<file path="config.mk">
export PLATFORM = sky130hd
export DESIGN_NAME = simplified_aes_encrypt_unit
export DESIGN_NICKNAME = d
export VERILOG_FILES = /design/src/sv/saes_pkg.sv /design/src/sv/simplified_aes_encrypt_unit.sv /design/src/sv/saes_key_sched.sv /design/src/sv/saes_datapath.sv
export SDC_FILE = /design/constraint.sdc
export NUM_CORES = 1
export LEC_CHECK = 0
export ABC_AREA = 1
export BUFFER_PORTS_ARGS = -buffer_cell sky130_fd_sc_hd__buf_2
export CAP_MARGIN = 20
export CORE_ASPECT_RATIO = 1.2
export CORE_MARGIN = 1
export CORE_UTILIZATION = 40
export CTS_BUF_LIST = sky130_fd_sc_hd__clkbuf_4
export DETAILED_ROUTE_END_ITERATION = 16
export MAX_ROUTING_LAYER = met4
export SYNTH_ARGS = -nofsm -noshare
export SYNTH_HDL_FRONTEND = slang
export SYNTH_SLANG_ARGS = --single-unit
</file>
<file path="constraint.sdc">
create_clock -name i_clk -period 8.95 [get_ports i_clk]
set_clock_uncertainty 0.05 [all_clocks]
set_input_delay 0 -clock i_clk [delete_from_list [all_inputs] [get_ports i_clk]]
set_output_delay 0 -clock i_clk [all_outputs]
set_load 0.03 [all_outputs]
</file>
<file path="src/sv/saes_pkg.sv">
// Package with the shared types, tables and nibble functions of the S-AES encrypt unit.
`default_nettype none

package saes_pkg;

    // Round constants of the key expansion
    localparam logic [7:0] RCON1 = 8'h80;
    localparam logic [7:0] RCON2 = 8'h30;

    // Low bits of the field polynomial x^4 + x + 1
    localparam logic [3:0] GF_POLY_LOW = 4'h3;

    // Nibble substitution box
    localparam logic [3:0] SBOX [16] = '{
        4'h9, 4'h4, 4'hA, 4'hB, 4'hD, 4'h1, 4'h8, 4'h5,
        4'h6, 4'h2, 4'h0, 4'h3, 4'hC, 4'hE, 4'hF, 4'h7
    };

    // The three expanded round keys
    typedef struct packed {
        logic [15:0] k0;
        logic [15:0] k1;
        logic [15:0] k2;
    } t_round_keys;

    function automatic logic [7:0] sub_byte(input logic [7:0] b);
        return {SBOX[b[7:4]], SBOX[b[3:0]]};
    endfunction

    function automatic logic [7:0] rot_byte(input logic [7:0] b);
        return {b[3:0], b[7:4]};
    endfunction

    function automatic logic [15:0] sub_block(input logic [15:0] s);
        return {sub_byte(s[15:8]), sub_byte(s[7:0])};
    endfunction

    // Swap nibble 1 and nibble 3 (bottom row of the state)
    function automatic logic [15:0] shift_block(input logic [15:0] s);
        return {s[15:12], s[3:0], s[7:4], s[11:8]};
    endfunction

    function automatic logic [3:0] gf_times2(input logic [3:0] a);
        return {a[2:0], 1'b0} ^ (a[3] ? GF_POLY_LOW : 4'h0);
    endfunction

    function automatic logic [3:0] gf_times4(input logic [3:0] a);
        return gf_times2(gf_times2(a));
    endfunction

    // Multiply each column by [1 4; 4 1] over GF(2^4)
    function automatic logic [15:0] mix_block(input logic [15:0] s);
        logic [3:0] m0;
        logic [3:0] m1;
        logic [3:0] m2;
        logic [3:0] m3;
        m0 = s[15:12] ^ gf_times4(s[11:8]);
        m1 = gf_times4(s[15:12]) ^ s[11:8];
        m2 = s[7:4] ^ gf_times4(s[3:0]);
        m3 = gf_times4(s[7:4]) ^ s[3:0];
        return {m0, m1, m2, m3};
    endfunction

    // Expand the cipher key into three round keys
    function automatic t_round_keys expand_key(input logic [15:0] key);
        t_round_keys rk;
        logic [7:0]  w2;
        logic [7:0]  w3;
        logic [7:0]  w4;
        logic [7:0]  w5;
        w2 = key[15:8] ^ RCON1 ^ sub_byte(rot_byte(key[7:0]));
        w3 = w2 ^ key[7:0];
        w4 = w2 ^ RCON2 ^ sub_byte(rot_byte(w3));
        w5 = w4 ^ w3;
        rk.k0 = key;
        rk.k1 = {w2, w3};
        rk.k2 = {w4, w5};
        return rk;
    endfunction

endpackage

`default_nettype wire

</file>
<file path="src/sv/simplified_aes_encrypt_unit.sv">
// Simplified AES (16-bit) encrypt unit: top level with input and result registers.
// One plaintext block is taken per cycle while o_plain_ready is high. Its ciphertext
// reaches the result port through these registers in order: the request lands in
// the input register, both S-AES rounds run in the logic between that register and
// the result register, and the result register drives the output. A full pipeline
// keeps taking one request per cycle while the consumer takes results; a stalled
// result backs up into the input register, then drops ready. The key is expanded
// into its three round keys when it is written, so a block accepted at or after
// the edge of a key write is encrypted under the new key; write the key only while
// no block is in flight. The key resets to zero.
`default_nettype none

module simplified_aes_encrypt_unit (
    input  wire logic        i_clk,
    input  wire logic        i_rst_n,
    // key register write
    input  wire logic        i_cipher_key_we,
    input  wire logic [15:0] i_cipher_key,
    // plaintext request channel
    input  wire logic        i_plain_valid,
    output logic             o_plain_ready,
    input  wire logic [15:0] i_plain_block,
    // ciphertext result channel
    output logic             o_cipher_valid,
    input  wire logic        i_cipher_ready,
    output logic [15:0]      o_cipher_block
);

    saes_pkg::t_round_keys round_keys;

    logic        r_s1_valid;
    logic        n_s1_valid;
    logic [15:0] r_s1_block;
    logic        r_out_valid;
    logic        n_out_valid;
    logic [15:0] r_out_block;
    logic [15:0] cipher_next;
    logic        in_accept;
    logic        s1_advance;

    saes_key_sched u_key_sched (
        .i_clk           (i_clk),
        .i_rst_n         (i_rst_n),
        .i_cipher_key_we (i_cipher_key_we),
        .i_cipher_key    (i_cipher_key),
        .o_round_keys    (round_keys)
    );

    saes_datapath u_datapath (
        .i_block      (r_s1_block),
        .i_round_keys (round_keys),
        .o_block      (cipher_next)
    );

    // Advance the input register when the result register is free or being drained
    assign s1_advance    = r_s1_valid && (!r_out_valid || i_cipher_ready);
    assign o_plain_ready = !r_s1_valid || s1_advance;
    assign in_accept     = i_plain_valid && o_plain_ready;

    // Next valid flags of both stages
    always_comb begin
        n_s1_valid = r_s1_valid;
        if (in_accept) begin
            n_s1_valid = 1'b1;
        end else if (s1_advance) begin
            n_s1_valid = 1'b0;
        end

        n_out_valid = r_out_valid;
        if (s1_advance) begin
            n_out_valid = 1'b1;
        end else if (i_cipher_ready) begin
            n_out_valid = 1'b0;
        end
    end

    // Hold the valid flags
    always_ff @(posedge i_clk) begin
        if (!i_rst_n) begin
            r_s1_valid  <= 1'b0;
            r_out_valid <= 1'b0;
        end else begin
            r_s1_valid  <= n_s1_valid;
            r_out_valid <= n_out_valid;
        end
    end

    // Capture the request and the finished ciphertext
    always_ff @(posedge i_clk) begin
        if (in_accept) begin
            r_s1_block <= i_plain_block;
        end
        if (s1_advance) begin
            r_out_block <= cipher_next;
        end
    end

    assign o_cipher_valid = r_out_valid;
    assign o_cipher_block = r_out_block;

`ifndef SYNTHESIS
    // An accepted request occupies the input register next cycle
    a_accept_fills_s1: assert property (@(posedge i_clk) disable iff (!i_rst_n)
        in_accept |=> r_s1_valid)
        else $error("accepted request did not reach the input register");

    // A request blocked by a stalled result stays put in the input register
    a_s1_holds_on_stall: assert property (@(posedge i_clk) disable iff (!i_rst_n)
        (r_s1_valid && r_out_valid && !i_cipher_ready)
        |=> (r_s1_valid && $stable(r_s1_block) && !o_plain_ready || r_s1_valid && i_cipher_ready))
        else $error("stalled request was lost or changed");

    // A key write loads the first round key with the written key
    a_key_loaded: assert property (@(posedge i_clk) disable iff (!i_rst_n)
        i_cipher_key_we |=> (round_keys.k0 == $past(i_cipher_key)))
        else $error("round key zero does not match the written key");

    // Reset empties both stages
    a_reset_empty: assert property (@(posedge i_clk)
        !i_rst_n |=> (!r_s1_valid && !r_out_valid))
        else $error("pipeline not empty after reset");
`endif

endmodule

`default_nettype wire

</file>
<file path="src/sv/saes_key_sched.sv">
// Key register and registered round keys of the S-AES encrypt unit.
`default_nettype none

module saes_key_sched (
    input  wire logic                  i_clk,
    input  wire logic                  i_rst_n,
    input  wire logic                  i_cipher_key_we,
    input  wire logic [15:0]           i_cipher_key,
    output saes_pkg::t_round_keys      o_round_keys
);

    saes_pkg::t_round_keys r_round_keys;

    // Expand the key once at write time; reset holds the expansion of the zero key
    always_ff @(posedge i_clk) begin
        if (!i_rst_n) begin
            r_round_keys <= saes_pkg::expand_key(16'h0000);
        end else if (i_cipher_key_we) begin
            r_round_keys <= saes_pkg::expand_key(i_cipher_key);
        end
    end

    assign o_round_keys = r_round_keys;

endmodule

`default_nettype wire

</file>
<file path="src/sv/saes_datapath.sv">
// Combinational two-round S-AES encryption of one 16-bit block.
`default_nettype none

module saes_datapath (
    input  wire logic [15:0]           i_block,
    input  wire saes_pkg::t_round_keys i_round_keys,
    output logic [15:0]                o_block
);

    logic [15:0] s_init;
    logic [15:0] s_round1;

    // Add the first round key
    assign s_init = i_block ^ i_round_keys.k0;

    // Round 1: substitute, shift, mix, add key
    assign s_round1 = saes_pkg::mix_block(saes_pkg::shift_block(saes_pkg::sub_block(s_init)))
                    ^ i_round_keys.k1;

    // Round 2: substitute, shift, add key
    assign o_block = saes_pkg::shift_block(saes_pkg::sub_block(s_round1)) ^ i_round_keys.k2;

endmodule

`default_nettype wire
</file>
# Word level (Yosys, flattened, before mapping)
# Memory sizes are Yosys's and may differ from the RTL's.
# Cells that the tools add are included.
[word_totals]
regBits = 82
mem_bits_ro = 768
input_bits = 37
output_inout_bits = 18
word_cells = 108
mem_count = 12
[memory_table]
columns = ["name", "words", "width", "read_ports", "rd_ports_with_merged_regs", "wr", "line_no", "text"]
rows = [
  ["(no name shown)", 16, 4, 1, 0, 0, "saes_pkg.sv:27", "return {SBOX[b[7:4]], SBOX[b[3:0]]};"],
  ["(no name shown)", 16, 4, 1, 0, 0, "saes_pkg.sv:27", ""],
  ["(no name shown)", 16, 4, 1, 0, 0, "saes_pkg.sv:27", ""],
  ["(no name shown)", 16, 4, 1, 0, 0, "saes_pkg.sv:27", ""],
  ["(no name shown)", 16, 4, 1, 0, 0, "saes_pkg.sv:27", ""],
  ["(no name shown)", 16, 4, 1, 0, 0, "saes_pkg.sv:27", ""],
  ["+6 memories", "--", "--", "--", "--", "--", "--", ""],
]
[classes]
order_cmp = 12
n_mux = 36
n_bitwise = 33
n_reduce_logical = 8
[ops]
columns = ["cell", "count"]
rows = [
  ["4-bit 2-to-1 mux", 24],
  ["5-bit greater-or-equal comparator (second input constant)", 12],
  ["4-bit NOT with 5-bit output", 12],
  ["16-bit XOR", 3],
  ["4-bit XOR", 12],
  ["8-bit XOR", 4],
  ["2-bit 2-to-1 mux", 8],
  ["1-bit 2-to-1 mux", 4],
  ["2-bit nonzero test", 2],
  ["1-bit logical AND", 2],
  ["1-bit zero test", 2],
  ["1-bit logical OR", 2],
  ["2-bit NOT", 1],
  ["1-bit NOT", 1],
]

# Longest topological paths before layout
[depth]
word_depth = 16
depth_mapped = 21
ltp_nobuf = 21

# Hierarchy
# A second synthesis with hierarchy kept.
[hier_totals]
hier_cells = 1224
area_unflattened_um2 = 7802.5
[by_module_without_submodules]
columns = ["module", "n_inst", "cells_each", "area_per_inst_um2", "seq_area_each_um2"]
rows = [
  ["saes_datapath", 1, 700, 3500.9, 0.0],
  ["saes_key_sched", 1, 479, 3245.6, 960.9],
  ["simplified_aes_encrypt_unit", 1, 45, 1056.0, 1001.0],
]

# Worst setup path after synthesis
# OpenSTA, ideal clock, no wires.
[synth_path]
kind = "flip-flop to flip-flop"
startpoint = "register r_s1_block[4]"
endpoint = "register r_out_block[4] (netlist: o_cipher_block[4]), data pin"
setup_time_ns = 0.252
t_arrival_ns = 2.555
required_time_ns = 8.648
setup_slack_ns = 6.092
stages_incl_launch_ff = 19
path_buffers = 0
period_less_slack_ns = 2.858
cell_sequence = "edfxtp_1 xor2_1 inv_1 ha_1 nand2_1 nand3_1 nand2_1 inv_1 nand2_1 nand2_1 xnor2_1 inv_1 ha_1 inv_1 nand2_1 nand3_1 nand2_1 nand2_1 nand2_1"
[synth_via]
elab_chain_cells = 12
[synth_rtl]
columns = ["item", "line_no", "text"]
rows = [
  ["from (decl)", "simplified_aes_encrypt_unit.sv:33", "logic [15:0] r_s1_block;"],
  ["from (signal assigned)", "simplified_aes_encrypt_unit.sv:91", "r_s1_block <= i_plain_block;"],
  ["16-bit XOR", "saes_datapath.sv:14", "assign s_init = i_block ^ i_round_keys.k0;"],
  ["4-bit NOT with 5-bit output (implied by the code)", "saes_pkg.sv:27", ""],
  ["memory read 16 x 4 bit", "--", ""],
  ["4-bit 2-to-1 mux (implied by the code) (2 in a row)", "saes_pkg.sv:27", ""],
  ["4-bit XOR", "saes_pkg.sv:59", "m2 = s[7:4] ^ gf_times4(s[3:0]);"],
  ["16-bit XOR", "saes_datapath.sv:18", "^ i_round_keys.k1;"],
  ["4-bit NOT with 5-bit output (implied by the code)", "saes_pkg.sv:27", ""],
  ["memory read 16 x 4 bit", "--", ""],
  ["4-bit 2-to-1 mux (implied by the code) (2 in a row)", "saes_pkg.sv:27", ""],
  ["16-bit XOR", "saes_datapath.sv:21", "assign o_block = saes_pkg::shift_block(saes_pkg::sub_block(s_round1)) ^ i_round_keys.k2;"],
  ["named net cipher_next[4]", "simplified_aes_encrypt_unit.sv:37", "logic [15:0] cipher_next;"],
  ["to (signal assigned)", "simplified_aes_encrypt_unit.sv:94", "r_out_block <= cipher_next;"],
  ["to (decl)", "simplified_aes_encrypt_unit.sv:36", "logic [15:0] r_out_block;"],
]
# The timed path passes the listed nets, and every way through them passes these cells. The select of a mux whose other input is x is not followed.
# A chain may end at the register's enable or synchronous reset.

# Final worst setup path
[layout_path]
startpoint = "register r_s1_block[4]"
endpoint = "register r_out_block[8] (netlist: o_cipher_block[8]), data pin"
[layout_via]
elab_chain_cells = 15
word_cells_on_any_way = 16
cone_classes = "mux (6); bitwise (8); memory (2)"
[layout_rtl]
columns = ["item", "line_no", "text"]
rows = [
  ["16-bit XOR *", "saes_datapath.sv:14", ""],
  ["4-bit NOT with 5-bit output (implied by the code) *", "saes_pkg.sv:27", ""],
  ["memory read 16 x 4 bit *", "--", ""],
  ["4-bit 2-to-1 mux (implied by the code) * (2 in a row)", "saes_pkg.sv:27", ""],
  ["4-bit XOR *", "saes_pkg.sv:44", "return {a[2:0], 1'b0} ^ (a[3] ? GF_POLY_LOW : 4'h0);"],
  ["2-bit 2-to-1 mux or 4-bit XOR (tied branches)", "saes_pkg.sv:44", ""],
  ["4-bit XOR *", "saes_pkg.sv:44", ""],
  ["4-bit XOR *", "saes_pkg.sv:60", "m3 = gf_times4(s[7:4]) ^ s[3:0];"],
  ["16-bit XOR *", "saes_datapath.sv:18", ""],
  ["4-bit NOT with 5-bit output (implied by the code) *", "saes_pkg.sv:27", ""],
  ["memory read 16 x 4 bit *", "--", ""],
  ["4-bit 2-to-1 mux (implied by the code) * (2 in a row)", "saes_pkg.sv:27", ""],
  ["16-bit XOR *", "saes_datapath.sv:21", ""],
  ["named net cipher_next[8]", "simplified_aes_encrypt_unit.sv:37", ""],
]
# The timed path passes the listed nets; every way through them passes the cells marked *. The select of a mux whose other input is x is not followed.

==> results.md <==
- Status: completed
- Total track usage: 20.57%
- Synthesized flop and latch total: 82
- PD cells: 182.4 nW/um^2
- Clk slew on worst S/H paths: 140 ps
- DP Wirelength: 12.72 mm
- Share of cells above drive strength 1: 9.614%
- Worst-case clock buffer depth: 2
- Iter 0 DRT Violations: 407
- Die Area: 17250 sq um
- Worst Setup End Kind: flop
- Switching Fraction: 44.86%
- Area grow syn2layout: 15.29%
- Inserted Clock Buffers: 9
- Worst-Skew Late Latency: 480 ps
- CTS sink cnt: 82
- CP peak stage delay: 400 ps
- Mapped Area: 6693 sq um
- Worst hold path class: input pin to flop
- Postcts setup bufs: 0
- Logic pwr share: 51.3%
- Critical Path Fanout Max: 6
- Final antenna-violating net count: 0
- Placed cells: 1267
- CTS tree: yes
- Syn Nets: 1118
- NetSw: 631.3 uW
- Number of fill cells: 1684
- Hold Vio Cnt, Final: 0
- DRC: 0
- Mapped Cells: 1018
- Slew headroom: 38.68%
- WL final: 16.49 mm
- Max Clk Rate: 309.1 MHz
- Worst EP required: 9140 ps
- Cell at the root of the clock tree: clkbuf_4
- Slowest CP cell: edfxtp_1
- Pin count of the biggest net entering global routing: 58
- Leak Pwr: 4.070 nW
- ANT cells: 0
- Initial core utilization: 41.13%
- Ports: 55
- Worst vdd ir: 0.00008972 V
- Slew Limit Fails: 0
- Mapped Avg Cell Area: 6.574 sq um
- Setup ws final: 5715 ps
- Vias/cell: 4.852
- Port Buf Inserts: 54
- Critical path launch point type: flop
- Unrepaired setup endpoints after global routing: false
- Wire length of the first global-routing pass: 27.11 mm
- Setup_tns: 0 ps
- Cells on worst reg2reg path: 17
- Htree depth: 3
- Global route overflow: 0
- Clk pwr share: 15.7%
- Kind of critical path: flop to flop
- Worst path arrival time: 3420 ps
- Total power: 1.407 mW
- Fin crit share: 36.14%
- Chip height: 143.7 um
- Seq/Total Area, Yosys: 29.31%
- YS warnings: 0
- Core area: 16270 sq um
- Wire per inst: 12.44 um
- Initial antenna violation count: 0
- Via Count: 6429
- Sequential share of power: 32.9%
- Layout Utilization: 47.42%
- Pre-CTS setup slack: 5768 ps
- Final Non-Filler Cells: 1325
- Cell mode on critical path: nand2_1
- Slew @ Worst Pin: 919.9 ps
- TritonRoute pass-1 iters: 5
- Setup violations, final: 0
- Final Critical Period: 3235 ps
- DIE WIDTH: 120.1 um
- Hold Path Stages: 5
- Final nets: 1208
- P_int: 775.8 uW
- # rows: 51
- Max-Cap Viols: 0
- Yosys cell types: 26
- Gpl congestion: 0.8738
- Number of global-route vias before repair: 5652
- Crit path cell chain: xor2_1, inv_1, ha_1, nand2_1, nand3_1, nand2_1, inv_1, nand2_1, nand2_1, xor2_1, inv_1, ha_1, nand2_1, nand2_1, nand2_1, nand3_1, nand2_1
cell usage in the layout, fill, tap and decap left out:
cell type      count
xor2_2             4
nand3_1          129
o21ai_1           18
inv_2             11
dlygate4sd3_1     42
dfxtp_1           50
bufinv_16          1
inv_1            117
xnor2_1            9
o21ai_2            2
nor2_1            33
o21ai_0           47
clkinv_2           2
edfxtp_1          32
nand4_1            7
clkbuf_4          11
buf_2             54
nand2_1          372
nand2_2           15
a31oi_1            1
xor2_1            14
nand2_4            2
xnor2_2            3
o211ai_1           7
clkinv_1           3
nand3b_1          11
ha_1              63
a21oi_1           51
buf_4              2
critical path: cells and delay by family, from the launching register on:
kind / cells / cell delay, ps
AND/OR/NAND/NOR: 10 / 720
adder cells (fa/ha/maj): 2 / 670
buffers and inverters: 3 / 430
flip-flops: 1 / 400
XOR/XNOR: 2 / 710
final cells by class:
cell class	count	area, sq um	area share [%]
Inverter	129	484.2	6.275
Clock buffer	11	82.58	1.070
Clock inverter	5	47.55	0.6162
Multi-Input combinational cell	788	4169	54.03
Tap cell	212	265.3	3.438
Sequential cell	82	1962	25.43
Timing Repair Buffer	98	705.7	9.145
per-layer routing:
metal  part of all wire (%)  GRT usage (%)  vias to the layer above  wire length [um]
li1                       -              -                     3446                 -
met1                     49          26.72                     2855              8091
met2                     46          32.70                      108              7519
met3                    3.2          2.421                       20               521
met4                    2.1          7.829                        0               353
met5                      0              -                        -                 0
power groups by stage:
stage                     Combinational [mW]  Clock (mW)  Sequential [mW]
final                                  0.722       0.221            0.464
after global routing                   0.835       0.245            0.468
after CTS                              0.725       0.229            0.464
after detailed placement               0.708           0            0.473
after global placement                 0.702           0            0.473
after floorplan                        0.530           0            0.496
state kept, by name (all words and copies together) (netlist names):
register	flops
r_s1_block	16
u_key_sched.o_round_keys	48
o_cipher_block	16
r_s1_valid	1
o_cipher_valid	1
synth_stat cells:
library cell  instances  area, sq um
dfxtp_1              50         1001
clkbuf_1             14        52.55
clkinv_1              1        3.750
xnor2_1               9        78.83
nand4_1               7        43.79
o21ai_1              18        90.09
o211ai_1              7        52.55
nand2_4               2        22.52
xor2_2                4        65.06
edfxtp_1             32        960.9
ha_1                 63        788.3
o21ai_0              47        235.2
inv_1               117        439.2
nand2_2              15        93.84
xnor2_2               3        48.80
inv_2                11        41.29
nor2_1               33        123.9
a31oi_1               1        6.260
o21ai_2               2        17.52
nand3b_1             11        82.58
buf_2                 4        20.02
a21oi_1              51        255.2
xor2_1               14        122.6
nand3_1             129        645.6
nand2_1             372         1396
clkbuf_2              1        5.000
what timing repair did:
item / 4_1_cts / 5_1_grt
endpoints found under the setup margin: 0 / 0
endpoints found under the hold margin: 53 / 0
gates resized for setup: 0 / 0
hold buffers: 42 / 0
through the flow:
step           cell area (sq um)  hold WS [ps]
4_1_cts                     7716         21.69
5_1_grt                     7716         72.47
6_report                    7716         47.14
3_3_place_gp                7166         126.5
3_5_place_dp                7166         128.1
2_1_floorplan               6693         48.87
final timing paths:
kind	slack, ps	endpoint	startpoint
worst max register to register	5720	o_cipher_block[8]	r_s1_block[4]
worst min-delay path	50	u_key_sched.o_round_keys[6]	i_cipher_key[6]
worst max-delay path	5720	o_cipher_block[8]	r_s1_block[4]
worst min register to register	430	o_cipher_valid	r_s1_valid
logic make-up (layout without fill, tap and decap cells):
| family | Yosys count | count (layout) | share of synthesized area (%) |
|---|---|---|---|
| AO/OA/AOI/OAI | 126 | 126 | 9.815 |
| XOR/XNOR | 30 | 30 | 4.711 |
| adder cells (fa/ha/maj) | 63 | 63 | 11.78 |
| buffers and inverters | 148 | 243 | 8.394 |
| flip-flops | 82 | 82 | 29.31 |
| AND/OR/NAND/NOR | 569 | 569 | 35.99 |
Note: power is estimated with default switching activity, not from simulation.
